File: src/design/dbwc_pkg.sv
`timescale 1ns / 1ps
// ----------------------------------------------------------------------------
// dbwc_pkg
// Shared constants, register codes and helpers for the delay-based window
// control block.
// ----------------------------------------------------------------------------
package dbwc_pkg;

    localparam int TIME_BITS_DEF = 32;
    localparam int WIN_W         = 16;
    localparam int Q8_W          = 16;
    localparam int Q8_FRAC       = 8;
    localparam int STEP_W        = 8;
    localparam int CFG_AW        = 3;
    localparam int CFG_DW        = 16;
    localparam int MIN_RTT_W     = 32;
    localparam int OUT_DW        = 2 * WIN_W + MIN_RTT_W;

    localparam logic [WIN_W-1:0] MAX_WINDOW = 16'd65535;
    localparam logic [WIN_W-1:0] MIN_WINDOW = 16'd1;
    localparam logic [WIN_W-1:0] MIN_THRESH = 16'd2;

    // floor(x / 5) for x < 2^18 as (x * DIV5_RECIP) >> DIV5_SHIFT
    localparam int               X3_W        = WIN_W + 2;
    localparam int               DIV5_SHIFT  = 18;
    localparam logic [15:0]      DIV5_RECIP  = 16'd52429;

    localparam logic [CFG_AW-1:0] REG_ALPHA      = 3'd0;
    localparam logic [CFG_AW-1:0] REG_BETA       = 3'd1;
    localparam logic [CFG_AW-1:0] REG_INIT_WIN   = 3'd2;
    localparam logic [CFG_AW-1:0] REG_INIT_THR   = 3'd3;
    localparam logic [CFG_AW-1:0] REG_START_STEP = 3'd4;
    localparam logic [CFG_AW-1:0] REG_AVOID_STEP = 3'd5;

    localparam logic [Q8_W-1:0]   ALPHA_RST      = 16'd102;
    localparam logic [Q8_W-1:0]   BETA_RST       = 16'd205;
    localparam logic [WIN_W-1:0]  INIT_WIN_RST   = 16'd1;
    localparam logic [WIN_W-1:0]  INIT_THR_RST   = 16'd10;
    localparam logic [STEP_W-1:0] START_STEP_RST = 8'd4;
    localparam logic [STEP_W-1:0] AVOID_STEP_RST = 8'd2;

    typedef struct packed {
        logic below;
        logic above;
    } t_cmp_res;

    function automatic logic [WIN_W-1:0] clamp_win(input logic [WIN_W-1:0] v);
        logic [WIN_W-1:0] r;
        if (v < MIN_WINDOW) begin
            r = MIN_WINDOW;
        end else if (v > MAX_WINDOW) begin
            r = MAX_WINDOW;
        end else begin
            r = v;
        end
        return r;
    endfunction

    function automatic logic [WIN_W-1:0] grow_win(input logic [WIN_W-1:0]  w,
                                                  input logic [STEP_W-1:0] step);
        logic [WIN_W:0] s;
        s = {1'b0, w} + {{(WIN_W - STEP_W + 1){1'b0}}, step};
        return (s > {1'b0, MAX_WINDOW}) ? MAX_WINDOW : s[WIN_W-1:0];
    endfunction

endpackage

File: src/design/delay_based_window_control.sv
`timescale 1ns / 1ps
// ----------------------------------------------------------------------------
// delay_based_window_control
// Delay-based congestion window update, one result beat per ack beat.
// ----------------------------------------------------------------------------
// Sequence: a first ack goes straight to the update; otherwise the compare
//   runs, skipping the multiplies when rtt is not above base, else the
//   base*rtt multiply, then the alpha/beta scaling, plus control steps.
// Throughput: no new ack is taken until the previous one is through; a result
//   held in the output register by m_axis_tready delays the next ack.
// Reset: synchronous active low; registers to defaults, awaiting first ack.
// ----------------------------------------------------------------------------
module delay_based_window_control #(
    parameter int TIME_BITS = dbwc_pkg::TIME_BITS_DEF
) (
    input  logic                                  i_clk,
    input  logic                                  i_rst_n,
    input  logic                                  s_axis_tvalid,
    output logic                                  s_axis_tready,
    // send_time, ack_time
    input  logic [((2*TIME_BITS+7)/8)*8-1:0]      s_axis_tdata,
    output logic                                  m_axis_tvalid,
    input  logic                                  m_axis_tready,
    // window, threshold, min_rtt
    output logic [dbwc_pkg::OUT_DW-1:0]           m_axis_tdata,
    // in_slow_start
    output logic                                  m_axis_tuser,
    input  logic                                  i_cfg_we,
    input  logic [dbwc_pkg::CFG_AW-1:0]           i_cfg_addr,
    input  logic [dbwc_pkg::CFG_DW-1:0]           i_cfg_data
);
    import dbwc_pkg::*;

    localparam int T = TIME_BITS;

    localparam logic [1:0] S_IDLE = 2'd0;
    localparam logic [1:0] S_RUN  = 2'd1;
    localparam logic [1:0] S_UPD  = 2'd2;

    logic [Q8_W-1:0]   r_alpha;
    logic [Q8_W-1:0]   r_beta;
    logic [WIN_W-1:0]  r_init_win;
    logic [WIN_W-1:0]  r_init_thr;
    logic [STEP_W-1:0] r_start_step;
    logic [STEP_W-1:0] r_avoid_step;

    logic [WIN_W-1:0]  r_win;
    logic [WIN_W-1:0]  r_thr;
    logic [T-1:0]      r_base;
    logic              r_first;
    logic [T-1:0]      r_rtt;
    logic [1:0]        r_state;
    logic [1:0]        n_state;
    logic              r_out_valid;
    logic [OUT_DW-1:0] r_out_data;
    logic              r_out_slow;

    logic [WIN_W-1:0]  n_win;
    logic [WIN_W-1:0]  n_thr;
    logic [T-1:0]      n_base;
    logic              n_slow;

    logic [T-1:0]      w_send;
    logic [T-1:0]      w_ack;
    logic [T-1:0]      w_diff;
    logic [T-1:0]      w_rtt;
    logic              w_in_fire;
    logic              w_cmp_start;
    logic              w_cmp_done;
    t_cmp_res          w_res;
    logic              w_upd_fire;

    logic [X3_W-1:0]        w_x3;
    logic [X3_W+15:0]       w_q_prod;
    logic [WIN_W-1:0]       w_q;
    logic [WIN_W-1:0]       w_t;
    logic [WIN_W-1:0]       w_dec;
    logic [T+MIN_RTT_W-1:0] w_base_ext;

    assign w_send = s_axis_tdata[T-1:0];
    assign w_ack  = s_axis_tdata[2*T-1:T];
    assign w_diff = w_ack - w_send;
    assign w_rtt  = (w_diff == '0) ? T'(1) : w_diff;

    assign s_axis_tready = (r_state == S_IDLE);
    assign w_in_fire     = s_axis_tvalid && s_axis_tready;
    assign w_cmp_start   = w_in_fire && !r_first;
    assign w_upd_fire    = (r_state == S_UPD) && (!r_out_valid || m_axis_tready);

    dbwc_delay_cmp #(.TIME_BITS(T)) u_cmp (
        .i_clk   (i_clk),
        .i_rst_n (i_rst_n),
        .i_start (w_cmp_start),
        .i_rtt   (w_rtt),
        .i_base  (r_base),
        .i_win   (r_win),
        .i_alpha (r_alpha),
        .i_beta  (r_beta),
        .o_done  (w_cmp_done),
        .o_res   (w_res)
    );

    // threshold on congestion: max(2, floor(window*3/5))
    assign w_x3     = {2'b00, r_win} + {1'b0, r_win, 1'b0};
    assign w_q_prod = w_x3 * DIV5_RECIP;
    assign w_q      = w_q_prod[DIV5_SHIFT+WIN_W-1:DIV5_SHIFT];
    assign w_t      = (w_q < MIN_THRESH) ? MIN_THRESH : w_q;
    assign w_dec    = (r_win > ({{(WIN_W-STEP_W){1'b0}}, r_avoid_step} + MIN_WINDOW))
                    ? (r_win - {{(WIN_W-STEP_W){1'b0}}, r_avoid_step}) : MIN_WINDOW;

    always_comb begin
        n_win  = r_win;
        n_thr  = r_thr;
        n_base = r_base;
        n_slow = 1'b1;
        if (r_first) begin
            n_win  = grow_win(r_win, r_start_step);
            n_base = r_rtt;
        end else begin
            n_slow = (r_win < r_thr);
            if (n_slow) begin
                priority if (w_res.below) begin
                    n_win = grow_win(r_win, r_start_step);
                end else if (w_res.above) begin
                    n_thr = w_t;
                    n_win = clamp_win(w_t);
                end else begin
                    n_win = r_win;
                end
            end else begin
                priority if (w_res.below) begin
                    n_win = grow_win(r_win, r_avoid_step);
                end else if (w_res.above) begin
                    n_win = w_dec;
                end else begin
                    n_win = r_win;
                end
            end
            if (r_base > r_rtt) begin
                n_base = r_rtt;
            end
        end
    end

    assign w_base_ext = {{MIN_RTT_W{1'b0}}, n_base};

    always_comb begin
        n_state = r_state;
        unique case (r_state)
            S_IDLE:  if (w_in_fire) n_state = r_first ? S_UPD : S_RUN;
            S_RUN:   if (w_cmp_done) n_state = S_UPD;
            S_UPD:   if (w_upd_fire) n_state = S_IDLE;
            default: n_state = S_IDLE;
        endcase
    end

    always_ff @(posedge i_clk) begin
        if (!i_rst_n) begin
            r_alpha      <= ALPHA_RST;
            r_beta       <= BETA_RST;
            r_init_win   <= INIT_WIN_RST;
            r_init_thr   <= INIT_THR_RST;
            r_start_step <= START_STEP_RST;
            r_avoid_step <= AVOID_STEP_RST;
            r_win        <= clamp_win(INIT_WIN_RST);
            r_thr        <= INIT_THR_RST;
            r_base       <= '0;
            r_first      <= 1'b1;
            r_state      <= S_IDLE;
            r_out_valid  <= 1'b0;
        end else begin
            r_state <= n_state;
            if (i_cfg_we) begin
                unique case (i_cfg_addr)
                    REG_ALPHA:      r_alpha <= i_cfg_data;
                    REG_BETA:       r_beta  <= i_cfg_data;
                    REG_INIT_WIN: begin
                        r_init_win <= i_cfg_data;
                        if (r_first) r_win <= clamp_win(i_cfg_data);
                    end
                    REG_INIT_THR: begin
                        r_init_thr <= i_cfg_data;
                        if (r_first) r_thr <= i_cfg_data;
                    end
                    REG_START_STEP: r_start_step <= i_cfg_data[STEP_W-1:0];
                    REG_AVOID_STEP: r_avoid_step <= i_cfg_data[STEP_W-1:0];
                    default: ;
                endcase
            end
            if (w_upd_fire) begin
                r_win       <= n_win;
                r_thr       <= n_thr;
                r_base      <= n_base;
                r_first     <= 1'b0;
                r_out_valid <= 1'b1;
            end else if (m_axis_tready) begin
                r_out_valid <= 1'b0;
            end
        end
    end

    always_ff @(posedge i_clk) begin
        if (w_in_fire) begin
            r_rtt <= w_rtt;
        end
        if (w_upd_fire) begin
            r_out_data <= {w_base_ext[MIN_RTT_W-1:0], n_thr, n_win};
            r_out_slow <= n_slow;
        end
    end

    assign m_axis_tvalid = r_out_valid;
    assign m_axis_tdata  = r_out_data;
    assign m_axis_tuser  = r_out_slow;

    a_done_in_run: assert property (@(posedge i_clk) disable iff (!i_rst_n)
        w_cmp_done |-> (r_state == S_RUN))
        else $error("compare result outside run phase");

    a_upd_out: assert property (@(posedge i_clk) disable iff (!i_rst_n)
        w_upd_fire |=> (m_axis_tvalid && !r_first))
        else $error("update did not load result or clear first-ack flag");

    a_win_nz: assert property (@(posedge i_clk) disable iff (!i_rst_n)
        r_win != '0)
        else $error("window dropped to zero");

endmodule

File: src/design/dbwc_ser_mul.sv
`timescale 1ns / 1ps
// ----------------------------------------------------------------------------
// dbwc_ser_mul
// Bit-serial shift-add multiplier: one multiplier bit per cycle.
// ----------------------------------------------------------------------------
module dbwc_ser_mul #(
    parameter int WA = 32,
    parameter int WB = 32
) (
    input  logic             i_clk,
    input  logic             i_rst_n,
    input  logic             i_start,
    input  logic [WA-1:0]    i_a,
    input  logic [WB-1:0]    i_b,
    output logic             o_done,
    output logic [WA+WB-1:0] o_prod
);
    localparam int PW = WA + WB;
    localparam int CW = $clog2(WB + 1);

    logic [WA-1:0] r_a;
    logic [PW-1:0] r_p;
    logic [CW-1:0] r_cnt;
    logic          r_done;
    logic [WA:0]   w_addend;
    logic [WA:0]   w_sum;

    assign w_addend = r_p[0] ? {1'b0, r_a} : '0;
    assign w_sum    = {1'b0, r_p[PW-1:WB]} + w_addend;

    always_ff @(posedge i_clk) begin
        if (!i_rst_n) begin
            r_cnt  <= '0;
            r_done <= 1'b0;
        end else begin
            r_done <= 1'b0;
            if (i_start) begin
                r_cnt <= CW'(WB);
            end else if (r_cnt != '0) begin
                r_cnt <= r_cnt - CW'(1);
                if (r_cnt == CW'(1)) begin
                    r_done <= 1'b1;
                end
            end
        end
    end

    always_ff @(posedge i_clk) begin
        if (i_start) begin
            r_a <= i_a;
            r_p <= {{WA{1'b0}}, i_b};
        end else if (r_cnt != '0) begin
            r_p <= {w_sum, r_p[WB-1:1]};
        end
    end

    assign o_done = r_done;
    assign o_prod = r_p;

endmodule

File: src/design/dbwc_delay_cmp.sv
`timescale 1ns / 1ps
// ----------------------------------------------------------------------------
// dbwc_delay_cmp
// Exact test of window*(1/base - 1/rtt) against alpha and beta (Q8.8),
// cross-multiplied and evaluated with bit-serial multipliers.
// ----------------------------------------------------------------------------
module dbwc_delay_cmp #(
    parameter int TIME_BITS = dbwc_pkg::TIME_BITS_DEF
) (
    input  logic                        i_clk,
    input  logic                        i_rst_n,
    input  logic                        i_start,
    input  logic [TIME_BITS-1:0]        i_rtt,
    input  logic [TIME_BITS-1:0]        i_base,
    input  logic [dbwc_pkg::WIN_W-1:0]  i_win,
    input  logic [dbwc_pkg::Q8_W-1:0]   i_alpha,
    input  logic [dbwc_pkg::Q8_W-1:0]   i_beta,
    output logic                        o_done,
    output dbwc_pkg::t_cmp_res          o_res
);
    import dbwc_pkg::*;

    localparam int T  = TIME_BITS;
    localparam int PW = 2 * T;
    localparam int AW = PW + Q8_W;
    localparam int NW = T + WIN_W;

    localparam logic [1:0] C_IDLE  = 2'd0;
    localparam logic [1:0] C_BASE  = 2'd1;
    localparam logic [1:0] C_SCALE = 2'd2;
    localparam logic [1:0] C_CMP   = 2'd3;

    logic [1:0]    r_state;
    logic [1:0]    n_state;
    logic          r_done;
    t_cmp_res      r_res;

    logic          w_le;
    logic          w_mul_go;
    logic          w_p_done;
    logic          w_n_done;
    logic          w_a_done;
    logic          w_b_done;
    logic [PW-1:0] w_p;
    logic [NW-1:0] w_n;
    logic [AW-1:0] w_la;
    logic [AW-1:0] w_lb;
    logic [AW-1:0] w_n_ext;
    logic [T-1:0]  w_excess;

    assign w_le     = (i_rtt <= i_base);
    assign w_mul_go = i_start && !w_le;
    assign w_excess = i_rtt - i_base;

    // base * rtt
    dbwc_ser_mul #(.WA(T), .WB(T)) u_mul_p (
        .i_clk   (i_clk),
        .i_rst_n (i_rst_n),
        .i_start (w_mul_go),
        .i_a     (i_base),
        .i_b     (i_rtt),
        .o_done  (w_p_done),
        .o_prod  (w_p)
    );

    // (rtt - base) * window, runs alongside base * rtt
    dbwc_ser_mul #(.WA(T), .WB(WIN_W)) u_mul_n (
        .i_clk   (i_clk),
        .i_rst_n (i_rst_n),
        .i_start (w_mul_go),
        .i_a     (w_excess),
        .i_b     (i_win),
        .o_done  (w_n_done),
        .o_prod  (w_n)
    );

    dbwc_ser_mul #(.WA(PW), .WB(Q8_W)) u_mul_a (
        .i_clk   (i_clk),
        .i_rst_n (i_rst_n),
        .i_start (w_p_done),
        .i_a     (w_p),
        .i_b     (i_alpha),
        .o_done  (w_a_done),
        .o_prod  (w_la)
    );

    dbwc_ser_mul #(.WA(PW), .WB(Q8_W)) u_mul_b (
        .i_clk   (i_clk),
        .i_rst_n (i_rst_n),
        .i_start (w_p_done),
        .i_a     (w_p),
        .i_b     (i_beta),
        .o_done  (w_b_done),
        .o_prod  (w_lb)
    );

    assign w_n_ext = AW'({w_n, {Q8_FRAC{1'b0}}});

    always_comb begin
        n_state = r_state;
        unique case (r_state)
            C_IDLE:  if (w_mul_go) n_state = C_BASE;
            C_BASE:  if (w_p_done) n_state = C_SCALE;
            C_SCALE: if (w_a_done) n_state = C_CMP;
            C_CMP:   n_state = C_IDLE;
            default: n_state = C_IDLE;
        endcase
    end

    always_ff @(posedge i_clk) begin
        if (!i_rst_n) begin
            r_state <= C_IDLE;
            r_done  <= 1'b0;
        end else begin
            r_state <= n_state;
            r_done  <= (i_start && w_le) || (r_state == C_CMP);
        end
    end

    always_ff @(posedge i_clk) begin
        if (i_start && w_le) begin
            r_res.below <= !((i_rtt == i_base) && (i_alpha == '0));
            r_res.above <= 1'b0;
        end else if (r_state == C_CMP) begin
            r_res.below <= (w_n_ext < w_la);
            r_res.above <= (w_n_ext > w_lb);
        end
    end

    assign o_done = r_done;
    assign o_res  = r_res;

    a_n_before_p: assert property (@(posedge i_clk) disable iff (!i_rst_n)
        w_n_done |-> (r_state == C_BASE))
        else $error("window product finished outside base phase");

    a_ab_lockstep: assert property (@(posedge i_clk) disable iff (!i_rst_n)
        w_a_done == w_b_done)
        else $error("alpha and beta products out of step");

endmodule
File: config.mk
export PLATFORM = sky130hd
export DESIGN_NAME = delay_based_window_control
export DESIGN_NICKNAME = d
export VERILOG_FILES = /design/src/design/dbwc_pkg.sv /design/src/design/delay_based_window_control.sv /design/src/design/dbwc_ser_mul.sv /design/src/design/dbwc_delay_cmp.sv
export SDC_FILE = /design/constraint.sdc
export NUM_CORES = 2
export LEC_CHECK = 0
export CAP_MARGIN = 30
export CORE_UTILIZATION = 40
export CTS_CLUSTER_DIAMETER = 30
export DETAILED_ROUTE_END_ITERATION = 8
export DONT_BUFFER_PORTS = 1
export PLACE_DENSITY = 0.6
export RECOVER_POWER = 100
export SLEW_MARGIN = 40
export SYNTH_ARGS = -nofsm -noshare
export SYNTH_HDL_FRONTEND = slang
export SYNTH_SLANG_ARGS = --single-unit
File: constraint.sdc
create_clock -name i_clk -period 9.9 [get_ports i_clk]
set_input_delay 1.98 -clock i_clk [delete_from_list [all_inputs] [get_ports i_clk]]
set_output_delay 1.98 -clock i_clk [all_outputs]
set_load 0.005 [all_outputs]
==> key figures <==
Finish
  • Fin cells: 7589
  • Area grow syn2layout: 13.7%
  • Commonest non-fill, non-tap cell in the layout: nand2_1
  • Share of cells above drive strength 1: about 6.7%
  • Filler cell count: approximately 12000
  • NumNets Final: 6613
  • Commonest cells after routing, fill and taps aside: nand2_1 (706), ha_1 (607), inv_1 (514), a21oi_1 (428), dfxtp_1 (333)

Status
  • Failing checks: capacitance limit, slew limit
  • Outcome: finished, violations left

Routing
  • WL final: 154000 µm
  • Wirelength per Cell: 20.3 µm
  • Detail Route Antenna Nets: 0
  • Via density: about 5.6
  • DR pass1 iterations: 6
  • Vias: 42655
  • DRT iter0 DRCs: around 3700
  • Residual DRC: 0

Job
  • Max-cap violations: 12

Synth
  • Post-synth EDFFs: between 300 and 400
  • Synth Register Bits: ~640
  • Synth Flop Type: dfxtp_1
  • Distinct cell type count after synthesis: just over 100
  • Synth Instances: 5825
  • Fraction of registers with async set/reset: 0%
  • Synthesized cell area: 50400 µm²
  • Avg Cell Area, Syn: 8.65 µm²
  • Seq/Total Area, Yosys: 31.6%
  • Yosys warning total: 0
  • Syn_nets: 6615

Timing
  • Unrepaired setup endpoints after global routing: no
  • Setup tns final: 0 ns
  • Final Hold Fails: 0
  • Max Clk Rate: between 0.1 and 0.15 GHz
  • Post-route clock period utilization: 94.8%
  • Worst slew pin tran: approximately 3.7 ns
  • Tmin final: 9.38 ns
  • Final setup fails: 0
  • Final Skew: about 0.029 ns
  • Slew Limit Headroom: -149%
  • Slew Limit Fails: 613

Setup path
  • Max stage delay on crit path: ~0.54 ns
  • Crit. End Element: register
  • Worst setup path class: reg -> reg
  • WP data required: 10.52 ns
  • Worst path slowest cell: fa_1
  • Worst setup path startpoint: r_win[2]$_SDFFE_PN0P_
  • R2r startpoint: r_win[2]$_SDFFE_PN0P_
  • Worst Path Max Fanout: 9
  • Setup crit start kind: register
  • CP arrival: 10.01 ns

GRT
  • Global Route Usage Sum: between 20% and 30%
  • Antenna violations before repair: 4
  • Vias in the first global route: 40646
  • First-pass GRT wire length: between 200000 and 250000 µm
  • Largest net degree at the start of global routing: 130
  • Grt ovf: 0

Clocking
  • Root Driver: clkbuf_16
  • Cts hold-fix bufs: 0
  • Num CTS Buffers: 148
  • Clock Sinks: roughly 640
  • H-tree depth: 4
  • Worst-path clk slew: 0.05 ns
  • CTS tree: done
  • Clock Tree Buf Depth: 3
  • Clk_lat worst skew: roughly 0.76 ns

Hold path
  • Worst hold path class: reg -> reg
  • Min-delay src: u_cmp.u_mul_p.o_prod[21]$_DFFE_PP_

Power and ir drop
  • Peak supply drop: 235 µV
  • Lkg Pwr: 26.0 nW
  • Power density over cell area: 360 nW/µm²

Placed design
  • GPL Wtd Cong: 0.960
  • DP Wirelength: 118000 µm
  • Port-buffer cells: 0
  • Placed Instances: 7308

Floorplan
  • # IOs: 155
  • Initial cell density of the core: 40.5%
  • FP Rows: 129
  • Die X: 357 µm
  • Core Footprint: about 120000 µm²
  • Die H: around 360 µm
  • Die ar.: about 130000 µm²
-- cell families after synthesis --
kind of cell               count (synthesis)  share of synthesized area (%)
buffers and inverters                    735                           5.49
AOI/OAI and AO/OA                       1561                           20.3
muxes                                     47                          0.994
xor gates and xnor gates                 274                           4.78
DFF                                      641                           31.6
and+or+nand+nor                         1865                           18.0
adders and majority gates                702                           18.9
-- state kept, by name, indices dropped and copies added, names as in the netlist, 32 cells and up --
signal,flops
m_axis_tdata,64
r_base,32
r_rtt,32
u_cmp.u_mul_a.o_prod,80
u_cmp.u_mul_b.o_prod,80
u_cmp.u_mul_b.r_a,64
u_cmp.u_mul_n.o_prod,48
u_cmp.u_mul_n.r_a,32
u_cmp.u_mul_p.o_prod,64
u_cmp.u_mul_p.r_a,32
-- power by group --
group / switching [mW] / internal (mW)
clock network: 1.73 / 3.39
logic: 6.49 / 4.37
registers: 0.783 / 3.85
total: 9.00 / 11.6
-- per-stage QoR --
stage	setup WS, ns	area [µm²]	utilization (%)	power [mW]	hold slack (ns)
floorplan	0.523	50400	-	12.6	0.426
global placement	0.387	52100	41.9	15.2	0.436
detailed placement	0.111	52200	42.0	15.4	0.437
CTS	0.104	57500	46.2	20.6	0.446
global route	0.00371	57300	46.1	22.3	0.468
finish	0.518	57300	46.1	20.6	0.450
-- worst paths after layout --
path | endpoint | slack [ns] | depth (start not counted)
min reg2reg | u_cmp.u_mul_b.r_a[21]$_DFFE_PP_ | 0.45 | 0
max | m_axis_tdata[1]$_DFFE_PP_ | 0.52 | 35
min | u_cmp.u_mul_b.r_a[21]$_DFFE_PP_ | 0.45 | 0
max reg2reg | m_axis_tdata[1]$_DFFE_PP_ | 0.52 | 35
-- what timing repair did --
action | in CTS | in global routing
setup buffers | 0 | 2
hold endpoints to repair | 0 | 0
setup endpoints to repair | 0 | 15
gates resized for setup | 0 | 8
-- layout make-up --
cell class,count,area (µm²),area share (%)
diodes,1,2.50,0.00437
clock buffers,178,4000,6.99
clock inverters,100,1270,2.21
inverters,518,1950,3.40
multi-input cells,4449,31700,55.3
flip-flops and latches,641,15900,27.8
well taps,1637,2050,3.58
repair buffers,65,435,0.760
-- layer usage --
| layer | global-route usage [%] | wire length (µm) |
|---|---|---|
| met1 | 33.9 | 72200 |
| met4 | 6.75 | 3910 |
| met3 | 5.07 | 12200 |
| met5 | 0 | 20 |
| met2 | 36.1 | 65700 |
-- synth_stat cells (all sizes together) (95+ instances only) --
cell type / number / area [µm²]
nand2: 708 / 2660
ha: 607 / 7590
inv: 516 / 1940
a21oi: 428 / 2160
dfxtp: 335 / 6710
o21ai: 331 / 1660
edfxtp: 306 / 9190
nor2: 293 / 1100
and2: 238 / 1490
a21o: 215 / 1610
clkbuf: 204 / 766
xnor2: 178 / 1570
nor3: 101 / 505
xor2: 96 / 841
fa: 95 / 1900
-- critical path, delay by kind of cell (launching register included) --
family                     cells  cell delay, ns
DFF                            1            0.48
AOI/OAI and AO/OA             12            2.56
and+or+nand+nor                7            1.77
adders and majority gates      8            3.36
muxes                          1            0.31
xor gates and xnor gates       1            0.21
buffers and inverters          6            0.55
(Power assumes the default switching activity.)
